--- config.mk ---
export PLATFORM = sky130hd
export DESIGN_NAME = circle_outline_segment_generator
export DESIGN_NICKNAME = d
export VERILOG_FILES = /design/src/hdl/cosg_pkg.sv /design/src/hdl/circle_outline_segment_generator.sv /design/src/hdl/cosg_point_unit.sv /design/src/hdl/cosg_hue_unit.sv
export SDC_FILE = /design/constraint.sdc
export NUM_CORES = 2
export LEC_CHECK = 0
export BUFFER_PORTS_ARGS = -buffer_cell sky130_fd_sc_hd__buf_2
export CORE_ASPECT_RATIO = 0.5
export CORE_MARGIN = 4
export CORE_UTILIZATION = 50
export CTS_CLUSTER_DIAMETER = 30
export DETAILED_ROUTE_END_ITERATION = 10
export PLACE_DENSITY = 0.68
export REMOVE_ABC_BUFFERS = 1
export SLEW_MARGIN = 20
export SYNTH_ARGS = -nofsm -noshare
export SYNTH_HDL_FRONTEND = slang
export SYNTH_SLANG_ARGS = --single-unit
--- constraint.sdc ---
create_clock -name i_clk -period 11.95 [get_ports i_clk]
set_input_delay 0 -clock i_clk [delete_from_list [all_inputs] [get_ports i_clk]]
set_output_delay 0 -clock i_clk [all_outputs]
set_load 0.005 [all_outputs]
--- src/hdl/cosg_pkg.sv ---
// Shared types, constants, trig tables and helpers for the circle outline segment generator.
package cosg_pkg;

    // Polygon and fixed-point geometry
    localparam int SEGMENTS           = 48;
    localparam int TRIG_FRACTION_BITS = 15;
    localparam int TRIG_W             = TRIG_FRACTION_BITS + 2;
    localparam int SEG_IDX_W          = $clog2(SEGMENTS);
    localparam int SEG_CNT_W          = $clog2(SEGMENTS + 1);
    localparam int COORD_W            = 16;
    localparam int RADIUS_W           = 14;
    localparam int THICK_W            = 12;
    localparam int SUM_W              = COORD_W + 2;
    localparam int PROD_W             = TRIG_W + RADIUS_W + 1;

    // Angle generation (elaboration only)
    localparam logic [63:0] Q30_ONE        = 64'd1 << 30;
    localparam logic [63:0] PI_QUARTER_Q32 = 64'hC90FDAA2;
    localparam logic [63:0] ANGLE_DIV      = 64'(4 * SEGMENTS);
    localparam logic [63:0] SEG_COUNT      = 64'(SEGMENTS);

    // Minimum line width, 1/16 pixel
    localparam logic [THICK_W-1:0] THICK_MIN = THICK_W'(2);

    // Command kinds
    localparam logic CMD_CIRCLE = 1'b0;
    localparam logic CMD_LINE   = 1'b1;

    // Register indexes on the configuration port
    typedef enum logic [2:0] {
        CFG_ENABLE    = 3'd0,
        CFG_OUTLINE   = 3'd1,
        CFG_RAINBOW   = 3'd2,
        CFG_RADIUS    = 3'd3,
        CFG_THICKNESS = 3'd4,
        CFG_COLOR     = 3'd5,
        CFG_HUE_STEP  = 3'd6
    } t_cfg_reg;

    // Sequencer states
    typedef enum logic [2:0] {
        S_IDLE,
        S_HUE,
        S_START,
        S_MUL_X,
        S_SUM_X,
        S_SUM_Y,
        S_OUT
    } t_state;

    typedef struct packed {
        logic signed [COORD_W-1:0] center_x;
        logic signed [COORD_W-1:0] center_y;
    } t_in_item;

    typedef struct packed {
        logic                       command_kind;
        logic signed [COORD_W-1:0]  start_x;
        logic signed [COORD_W-1:0]  start_y;
        logic signed [COORD_W-1:0]  delta_x;
        logic signed [COORD_W-1:0]  delta_y;
        logic [RADIUS_W-1:0]        draw_size;
        logic [31:0]                draw_color;
        logic                       last_command;
    } t_out_item;

    // Request into the shared point unit
    typedef struct packed {
        logic                       issue;
        logic signed [TRIG_W-1:0]   trig;
        logic signed [COORD_W-1:0]  center;
    } t_pt_req;

    // Saturate to the coordinate range
    function automatic logic signed [COORD_W-1:0] sat_coord(input logic signed [SUM_W-1:0] v);
        logic signed [COORD_W-1:0] res;
        if (v > SUM_W'(32767)) begin
            res = 16'sh7FFF;
        end else if (v < -SUM_W'(32768)) begin
            res = 16'sh8000;
        end else begin
            res = v[COORD_W-1:0];
        end
        return res;
    endfunction

    // Q30 Taylor series, truncating at each step
    function automatic logic [63:0] sin_q30(input logic [63:0] x);
        logic [63:0] x2;
        logic [63:0] t;
        x2 = (x * x) >> 30;
        t  = Q30_ONE;
        t  = Q30_ONE - ((x2 * t) >> 30) / 64'd110;
        t  = Q30_ONE - ((x2 * t) >> 30) / 64'd72;
        t  = Q30_ONE - ((x2 * t) >> 30) / 64'd42;
        t  = Q30_ONE - ((x2 * t) >> 30) / 64'd20;
        t  = Q30_ONE - ((x2 * t) >> 30) / 64'd6;
        return (x * t) >> 30;
    endfunction

    function automatic logic [63:0] cos_q30(input logic [63:0] x);
        logic [63:0] x2;
        logic [63:0] t;
        x2 = (x * x) >> 30;
        t  = Q30_ONE;
        t  = Q30_ONE - ((x2 * t) >> 30) / 64'd132;
        t  = Q30_ONE - ((x2 * t) >> 30) / 64'd90;
        t  = Q30_ONE - ((x2 * t) >> 30) / 64'd56;
        t  = Q30_ONE - ((x2 * t) >> 30) / 64'd30;
        t  = Q30_ONE - ((x2 * t) >> 30) / 64'd12;
        t  = Q30_ONE - ((x2 * t) >> 30) / 64'd2;
        return t;
    endfunction

    // Round half up from Q30 to the table precision
    function automatic logic signed [63:0] to_trig_bits(input logic [63:0] v);
        return $signed((v + (64'd1 << (29 - TRIG_FRACTION_BITS))) >> (30 - TRIG_FRACTION_BITS));
    endfunction

    // Packed table of cos (want_sin = 0) or sin of k/SEGMENTS turn
    function automatic logic [SEGMENTS*TRIG_W-1:0] build_trig(input logic want_sin);
        logic [SEGMENTS*TRIG_W-1:0] tab;
        logic [63:0]                oct;
        logic [63:0]                rem;
        logic [63:0]                x;
        logic signed [63:0]         sa;
        logic signed [63:0]         ca;
        logic signed [63:0]         c;
        logic signed [63:0]         s;
        int                         k;
        tab = '0;
        for (k = 0; k < SEGMENTS; k++) begin
            oct = 64'(8 * k) / SEG_COUNT;
            rem = 64'(8 * k) - oct * SEG_COUNT;
            if (!oct[0]) begin
                x  = (PI_QUARTER_Q32 * rem) / ANGLE_DIV;
                sa = to_trig_bits(sin_q30(x));
                ca = to_trig_bits(cos_q30(x));
            end else begin
                x  = (PI_QUARTER_Q32 * (SEG_COUNT - rem)) / ANGLE_DIV;
                sa = to_trig_bits(cos_q30(x));
                ca = to_trig_bits(sin_q30(x));
            end
            case (oct[2:1])
                2'd0: begin
                    c = ca;
                    s = sa;
                end
                2'd1: begin
                    c = -sa;
                    s = ca;
                end
                2'd2: begin
                    c = -ca;
                    s = -sa;
                end
                default: begin
                    c = sa;
                    s = -ca;
                end
            endcase
            tab[k*TRIG_W +: TRIG_W] = want_sin ? s[TRIG_W-1:0] : c[TRIG_W-1:0];
        end
        return tab;
    endfunction

    localparam logic [SEGMENTS*TRIG_W-1:0] COS_TAB = build_trig(1'b0);
    localparam logic [SEGMENTS*TRIG_W-1:0] SIN_TAB = build_trig(1'b1);

endpackage

--- src/hdl/circle_outline_segment_generator.sv ---
// Top level: configuration registers, frame sequencer and command output register.
//
//  channel | signals                                   | direction
//  --------+-------------------------------------------+----------
//  in      | i_in_valid, o_in_ready, i_in_item         | frame tick in
//  out     | o_out_valid, i_out_ready, o_out_item      | draw command out
//  cfg     | i_cfg_valid, o_cfg_ready, i_cfg_index/data| register write in
//
// A filled-mode frame passes through S_START (after S_HUE with rainbow, the hue step) to
// S_OUT. In outline mode every polygon point passes S_MUL_X, S_SUM_X and S_SUM_Y through
// the one shared multiply unit (x then y) and each line adds its S_OUT state, which holds
// on output stalls. Disabled frames are accepted and produce nothing.
// Synchronous active-low reset; o_in_ready is low while a frame is being worked on,
// and the sequencer holds while o_out_valid waits on i_out_ready.
module circle_outline_segment_generator (
    input  logic                  i_clk,
    input  logic                  i_rst_n,
    input  logic                  i_in_valid,
    output logic                  o_in_ready,
    input  cosg_pkg::t_in_item    i_in_item,
    output logic                  o_out_valid,
    input  logic                  i_out_ready,
    output cosg_pkg::t_out_item   o_out_item,
    input  logic                  i_cfg_valid,
    output logic                  o_cfg_ready,
    input  logic [2:0]            i_cfg_index,
    input  logic [31:0]           i_cfg_data
);
    import cosg_pkg::*;

    // Control decoded from the state
    typedef struct packed {
        logic in_ready;
        logic out_valid;
        logic hue_advance;
        logic issue_x;
        logic issue_y;
    } t_ctrl;

    t_state                    r_state;
    t_state                    n_state;
    t_ctrl                     w_ctrl;

    logic                      r_enable;
    logic                      r_outline;
    logic                      r_rainbow;
    logic [RADIUS_W-1:0]       r_radius;
    logic [THICK_W-1:0]        r_thick;
    logic [31:0]               r_base;
    logic [15:0]               r_step;

    logic signed [COORD_W-1:0] r_cx;
    logic signed [COORD_W-1:0] r_cy;
    logic signed [COORD_W-1:0] r_px;
    logic signed [COORD_W-1:0] r_py;
    logic signed [COORD_W-1:0] r_nx;
    logic [31:0]               r_color;
    logic [SEG_CNT_W-1:0]      r_k;
    t_out_item                 r_out;

    logic                      w_in_acc;
    logic                      w_out_acc;
    logic                      w_last_seg;
    logic [SEG_IDX_W-1:0]      w_idx;
    logic signed [TRIG_W-1:0]  w_cos;
    logic signed [TRIG_W-1:0]  w_sin;
    t_pt_req                   w_req;
    logic signed [COORD_W-1:0] w_coord;
    logic [23:0]               w_rgb;
    logic [31:0]               w_color;
    logic [THICK_W-1:0]        w_thick;

    assign w_in_acc   = i_in_valid && w_ctrl.in_ready;
    assign w_out_acc  = w_ctrl.out_valid && i_out_ready;
    assign w_last_seg = (r_k == SEG_CNT_W'(SEGMENTS));

    assign o_in_ready  = w_ctrl.in_ready;
    assign o_out_valid = w_ctrl.out_valid;
    assign o_out_item  = r_out;
    assign o_cfg_ready = 1'b1;

    // Configuration registers
    always_ff @(posedge i_clk) begin
        if (!i_rst_n) begin
            r_enable  <= 1'b0;
            r_outline <= 1'b0;
            r_rainbow <= 1'b0;
            r_radius  <= RADIUS_W'(160);
            r_thick   <= THICK_W'(16);
            r_base    <= 32'hFFFF_FFFF;
            r_step    <= 16'd131;
        end else if (i_cfg_valid) begin
            unique case (i_cfg_index)
                CFG_ENABLE:    r_enable  <= i_cfg_data[0];
                CFG_OUTLINE:   r_outline <= i_cfg_data[0];
                CFG_RAINBOW:   r_rainbow <= i_cfg_data[0];
                CFG_RADIUS:    r_radius  <= i_cfg_data[RADIUS_W-1:0];
                CFG_THICKNESS: r_thick   <= i_cfg_data[THICK_W-1:0];
                CFG_COLOR:     r_base    <= i_cfg_data;
                CFG_HUE_STEP:  r_step    <= i_cfg_data[15:0];
                default:       ;
            endcase
        end
    end

    // Next state
    always_comb begin
        n_state = r_state;
        unique case (r_state)
            S_IDLE: begin
                if (w_in_acc && r_enable) begin
                    n_state = r_rainbow ? S_HUE : S_START;
                end
            end
            S_HUE:   n_state = S_START;
            S_START: n_state = r_outline ? S_MUL_X : S_OUT;
            S_MUL_X: n_state = S_SUM_X;
            S_SUM_X: n_state = S_SUM_Y;
            S_SUM_Y: n_state = (r_k == '0) ? S_MUL_X : S_OUT;
            S_OUT: begin
                if (w_out_acc) begin
                    n_state = (r_out.last_command) ? S_IDLE : S_MUL_X;
                end
            end
            default: n_state = S_IDLE;
        endcase
    end

    // State decode
    always_comb begin
        w_ctrl = '0;
        unique case (r_state)
            S_IDLE:  w_ctrl.in_ready    = 1'b1;
            S_HUE:   w_ctrl.hue_advance = 1'b1;
            S_MUL_X: w_ctrl.issue_x     = 1'b1;
            S_SUM_X: w_ctrl.issue_y     = 1'b1;
            S_OUT:   w_ctrl.out_valid   = 1'b1;
            default: ;
        endcase
    end

    always_ff @(posedge i_clk) begin
        if (!i_rst_n) begin
            r_state <= S_IDLE;
        end else begin
            r_state <= n_state;
        end
    end

    // Angle index wraps back to entry 0 for the closing point
    assign w_idx = w_last_seg ? '0 : r_k[SEG_IDX_W-1:0];
    assign w_cos = COS_TAB[int'(w_idx)*TRIG_W +: TRIG_W];
    assign w_sin = SIN_TAB[int'(w_idx)*TRIG_W +: TRIG_W];

    always_comb begin
        w_req.issue  = w_ctrl.issue_x || w_ctrl.issue_y;
        w_req.trig   = w_ctrl.issue_y ? w_sin : w_cos;
        w_req.center = w_ctrl.issue_y ? r_cy : r_cx;
    end

    cosg_point_unit u_point (
        .i_clk    (i_clk),
        .i_rst_n  (i_rst_n),
        .i_req    (w_req),
        .i_radius (r_radius),
        .o_coord  (w_coord)
    );

    cosg_hue_unit u_hue (
        .i_clk     (i_clk),
        .i_rst_n   (i_rst_n),
        .i_advance (w_ctrl.hue_advance),
        .i_step    (r_step),
        .o_rgb     (w_rgb)
    );

    assign w_color = r_rainbow ? {r_base[31:24], w_rgb} : r_base;
    assign w_thick = (r_thick < THICK_MIN) ? THICK_MIN : r_thick;

    // Frame datapath and output register
    always_ff @(posedge i_clk) begin
        if (w_in_acc) begin
            r_cx <= i_in_item.center_x;
            r_cy <= i_in_item.center_y;
        end
        if (r_state == S_START) begin
            r_color <= w_color;
            r_k     <= '0;
            if (!r_outline) begin
                r_out.command_kind <= CMD_CIRCLE;
                r_out.start_x      <= r_cx;
                r_out.start_y      <= r_cy;
                r_out.delta_x      <= '0;
                r_out.delta_y      <= '0;
                r_out.draw_size    <= r_radius;
                r_out.draw_color   <= w_color;
                r_out.last_command <= 1'b1;
            end
        end
        if (r_state == S_SUM_X) begin
            r_nx <= w_coord;
        end
        if (r_state == S_SUM_Y) begin
            r_px <= r_nx;
            r_py <= w_coord;
            if (r_k == '0) begin
                r_k <= SEG_CNT_W'(1);
            end else begin
                r_out.command_kind <= CMD_LINE;
                r_out.start_x      <= r_px;
                r_out.start_y      <= r_py;
                r_out.delta_x      <= sat_coord(SUM_W'(r_nx) - SUM_W'(r_px));
                r_out.delta_y      <= sat_coord(SUM_W'(w_coord) - SUM_W'(r_py));
                r_out.draw_size    <= RADIUS_W'(w_thick);
                r_out.draw_color   <= r_color;
                r_out.last_command <= w_last_seg;
            end
        end
        if (w_out_acc && !r_out.last_command) begin
            r_k <= r_k + SEG_CNT_W'(1);
        end
    end

endmodule

--- src/hdl/cosg_point_unit.sv ---
// Shared point unit: trig times radius, rounded, added to the centre and saturated.
module cosg_point_unit (
    input  logic                                i_clk,
    input  logic                                i_rst_n,
    input  cosg_pkg::t_pt_req                   i_req,
    input  logic [cosg_pkg::RADIUS_W-1:0]       i_radius,
    output logic signed [cosg_pkg::COORD_W-1:0] o_coord
);
    import cosg_pkg::*;

    logic signed [PROD_W-1:0]         r_prod;
    logic signed [COORD_W-1:0]        r_center;
    logic signed [PROD_W-1:0]         n_prod;
    logic signed [PROD_W-1:0]         w_rounded;
    logic signed [PROD_W-TRIG_FRACTION_BITS-1:0] w_offset;
    logic signed [SUM_W-1:0]          w_sum;

    // Multiply stage
    assign n_prod = PROD_W'(i_req.trig) * PROD_W'($signed({1'b0, i_radius}));

    always_ff @(posedge i_clk) begin
        if (!i_rst_n) begin
            r_prod   <= '0;
            r_center <= '0;
        end else if (i_req.issue) begin
            r_prod   <= n_prod;
            r_center <= i_req.center;
        end
    end

    // Round half up, floor shift, add centre, saturate
    assign w_rounded = r_prod + PROD_W'(1 << (TRIG_FRACTION_BITS - 1));
    assign w_offset  = w_rounded[PROD_W-1:TRIG_FRACTION_BITS];
    assign w_sum     = SUM_W'(r_center) + SUM_W'(w_offset);
    assign o_coord   = sat_coord(w_sum);

endmodule

--- src/hdl/cosg_hue_unit.sv ---
// Hue accumulator and hue to RGB conversion at full saturation and value.
module cosg_hue_unit (
    input  logic        i_clk,
    input  logic        i_rst_n,
    input  logic        i_advance,
    input  logic [15:0] i_step,
    output logic [23:0] o_rgb
);
    import cosg_pkg::*;

    logic [15:0] r_hue;
    logic [18:0] w_h6;
    logic [2:0]  w_sector;
    logic [15:0] w_frac;
    logic [16:0] w_rest;
    logic [23:0] w_up_full;
    logic [24:0] w_dn_full;
    logic [7:0]  w_up;
    logic [7:0]  w_dn;

    // Hue phase wraps once per turn
    always_ff @(posedge i_clk) begin
        if (!i_rst_n) begin
            r_hue <= '0;
        end else if (i_advance) begin
            r_hue <= r_hue + i_step;
        end
    end

    // Sector and fraction: hue * 6
    assign w_h6      = {1'b0, r_hue, 2'b00} + {2'b00, r_hue, 1'b0};
    assign w_sector  = w_h6[18:16];
    assign w_frac    = w_h6[15:0];
    assign w_rest    = 17'h10000 - {1'b0, w_frac};
    // x * 255 as x * 256 - x
    assign w_up_full = {w_frac, 8'h00} - {8'h00, w_frac};
    assign w_dn_full = {w_rest, 8'h00} - {8'h00, w_rest};
    assign w_up      = w_up_full[23:16];
    assign w_dn      = w_dn_full[23:16];

    always_comb begin
        unique case (w_sector)
            3'd0:    o_rgb = {8'hFF, w_up, 8'h00};
            3'd1:    o_rgb = {w_dn, 8'hFF, 8'h00};
            3'd2:    o_rgb = {8'h00, 8'hFF, w_up};
            3'd3:    o_rgb = {8'h00, w_dn, 8'hFF};
            3'd4:    o_rgb = {w_up, 8'h00, 8'hFF};
            default: o_rgb = {8'hFF, 8'h00, w_dn};
        endcase
    end

endmodule
==> impl_metrics.py <==
metrics = {
    "status": {
        "status": "finished clean",
    },
    "grt": {
        "grt_max_degree": 85,
        "track_usage_pct": 28.20,
        "gr-total-overflow": 0,
        "grt_pass1_wl_um": 144900,
        "antenna_found_initial": 1,
        "grt_pass1_vias": 26480,
    },
    "drt": {
        "wl_per_cell_um": 19.79,
        "drtPass1Iterations": 5,
        "wl_um": 90940,
        "via_count": 26540,
        "drt-initial-drc-count": 2272,
        "drt-vias-per-instance": 5.777,
        "ant_nets": 0,
        "drc": 0,
    },
    "synthesis": {
        "yosys-top-cells-area": "dfxtp_1 (17%), fa_1 (16%), edfxtp_1 (11%)",
        "synth.distinct_cells": 100,
        "postSynthAreaPerCell_um2": 8.305,
        "ys_ff_latch": 360,
        "synth_sequential_area_ratio_pct": 28.01,
        "syn_area_mm2": 0.02973,
        "yosys_warnings": 0,
        "syn_inst": 3580,
        "synth-main-ff-cell": "dfxtp_1",
        "synth_top_cell_by_area": "dfxtp_1",
        "synth-edff-count": 112,
        "async_reset_ff_share_pct": 0,
        "yosysTopAreaCellShare_pct": 16.70,
    },
    "critical_path": {
        "critPathKind": "reg2reg",
        "slowest_delay_ps": 780,
        "crit_path_top_delay_cell": "o22ai_1",
        "rr_worst_depth": 35,
        "cp.arrival_ps": 10680,
        "path_common_cell": "fa_1",
        "path_delay_family": "adder cells",
        "cp-end-kind": "flip-flop",
        "cp_num_buf_inv": 6,
        "crit_fanout": 9,
        "critPathRequiredTime_ps": 12470,
        "cp.depth": 35,
        "start_kind": "flip-flop",
    },
    "timing": {
        "period_needed_ps": 10170,
        "finalSetupViolations": 0,
        "hold_ws_ps": 99.36,
        "period_share_pct": 85.07,
        "fmax_mhz": 98.37,
        "finalHoldViolCount": 0,
        "clock-skew-final_ps": 34.07,
        "rsz0062_at_grt": "no",
        "tightest_slew_ps": 1042,
        "tns_ps": 0,
        "slew_headroom_pct": 30.41,
        "slew_viol_final": 0,
    },
    "power": {
        "leakage_uw": 0.01540,
        "power.density_mw_per_mm2": 181.6,
        "p_total_uw": 6231,
        "ir_worst_vdd_v": 0.0001238,
    },
    "die": {
        "die_h_um": 180.4,
        "rows": 62,
        "die_area_mm2": 0.06367,
        "io_pins": 187,
        "initial_core_util_pct": 51.17,
        "coreArea_mm2": 0.05810,
        "die-width_um": 352.9,
    },
    "run": {
        "maxCapViolCount": 0,
    },
    "clock_network": {
        "cts.sinks": 360,
        "cts_htree_levels": 2,
        "clockBufferDepth": 3,
        "post-cts-setup-buffers": 0,
        "root_buffer": "clkbuf_16",
        "clk_latency_ps": 620,
        "cts_buffers": 58,
        "cts_tree": "built",
        "clkTransAtPathRegs_ps": 60,
    },
    "placement": {
        "port_buffers": 185,
        "place_hpwl_um": 66380,
        "placedCellCount": 4396,
        "gp_congestion": 0.9993,
        "place_area_mm2": 0.03138,
    },
    "finish": {
        "layoutNonFillerInstCount": 4595,
        "fin_nets": 4271,
        "area_delta_synth_final_pct": 15.41,
        "layout-drive-gt1-share_pct": 10.61,
        "antennaDiodeCount": 0,
        "fin_area_mm2": 0.03432,
        "final_common_cell": "nand2_1",
        "final_cell_mix": "nand2_1 (643), inv_1 (397), dfxtp_1 (246), fa_1 (234), nor2_1 (221)",
    },
    "worst_hold_path": {
        "min-delay-path-class": "in2reg",
        "min_path_cells": 2,
    },
}
routing by layer:
layer,wire (um),track usage (%),part of all wire (%)
met5,0,0,0
met4,2862,8.866,3.1
met3,6965,4.946,7.7
met2,41980,46.54,46
met1,39130,37.96,43
logic make-up after synthesis:
kind of cell    after synthesis  synth area share, %
other cells                   1              0.01261
compound gates              794                17.47
buf+inv                     597                7.591
simple gates               1283                19.37
xor+xnor                    111                3.383
flops                       360                28.01
mux                          12               0.4923
fa+ha+maj                   422                23.67
state kept, by name (all words and copies together) (netlist names):
signal / cells
r_color: 32
r_k: 6
r_py: 16
r_thick: 12
r_cy: 16
r_state: 3
r_outline: 1
o_out_item: 112
u_hue.r_hue: 16
r_radius: 14
u_point.r_prod: 18
r_cx: 16
r_px: 16
r_enable: 1
r_step: 16
r_rainbow: 1
r_base: 32
u_point.r_center: 16
r_nx: 16
per-stage QoR:
step,worst slack (ps),util [%]
after detailed placement,2093,54.01
final,1785,59.06
after floorplan,2012,-
after global placement,2231,54.01
after CTS,2063,59.02
after global routing,1279,59.06
worst register-to-register path, delay by kind of cell (launching register included):
kind,cells,cell delay (ps)
AO/OA/AOI/OAI,14,3800
adder cells (fa/ha/maj),9,3960
buffers and inverters,6,710
flip-flops,1,320
AND/OR/NAND/NOR,6,1290
path summary, 6_finish.rpt:
check	start	endpoint	slack (ps)
max	r_k[0]	u_point.r_prod[29]	1780
min	i_in_item[9]	r_cy[9]	100
max reg2reg	r_k[0]	u_point.r_prod[29]	1780
min reg2reg	r_base[25]	r_color[25]	430
report_power, final:
| group | switching (uW) | total [uW] | internal (uW) |
|---|---|---|---|
| Clock | 718 | 1720 | 998 |
| Sequential | 136 | 1650 | 1510 |
| Combinational | 1800 | 2870 | 1060 |
| Total | 2660 | 6230 | 3580 |
repair_timing:
action,CTS,global route
hold buffers,89,0
endpoints found under the hold margin,133,0
gates resized for setup,0,0
area by class of cell:
type	instances	area (um^2)
flip-flops and latches	360	8330
fillers	5146	23790
inverters	401	1505
repair buffers	333	2275
clock inverters	50	530.5
multi-input cells	2623	19220
clock buffers	60	1490
well taps	768	960.9
synthesized netlist by cell type (34+ instances only):
library cell	count
edfxtp_1	112
fa_1	234
clkbuf_1	174
a21oi_1	165
nor2_1	225
xor2_1	37
xnor2_1	72
dfxtp_1	248
a21o_1	34
nor3_1	34
nand3_1	102
o21ai_0	202
inv_1	397
and2_1	96
a21boi_0	59
a31oi_1	77
nand2_1	644
nor2b_1	44
ha_1	188
No activity file was read; power rests on OpenSTA's default activity.
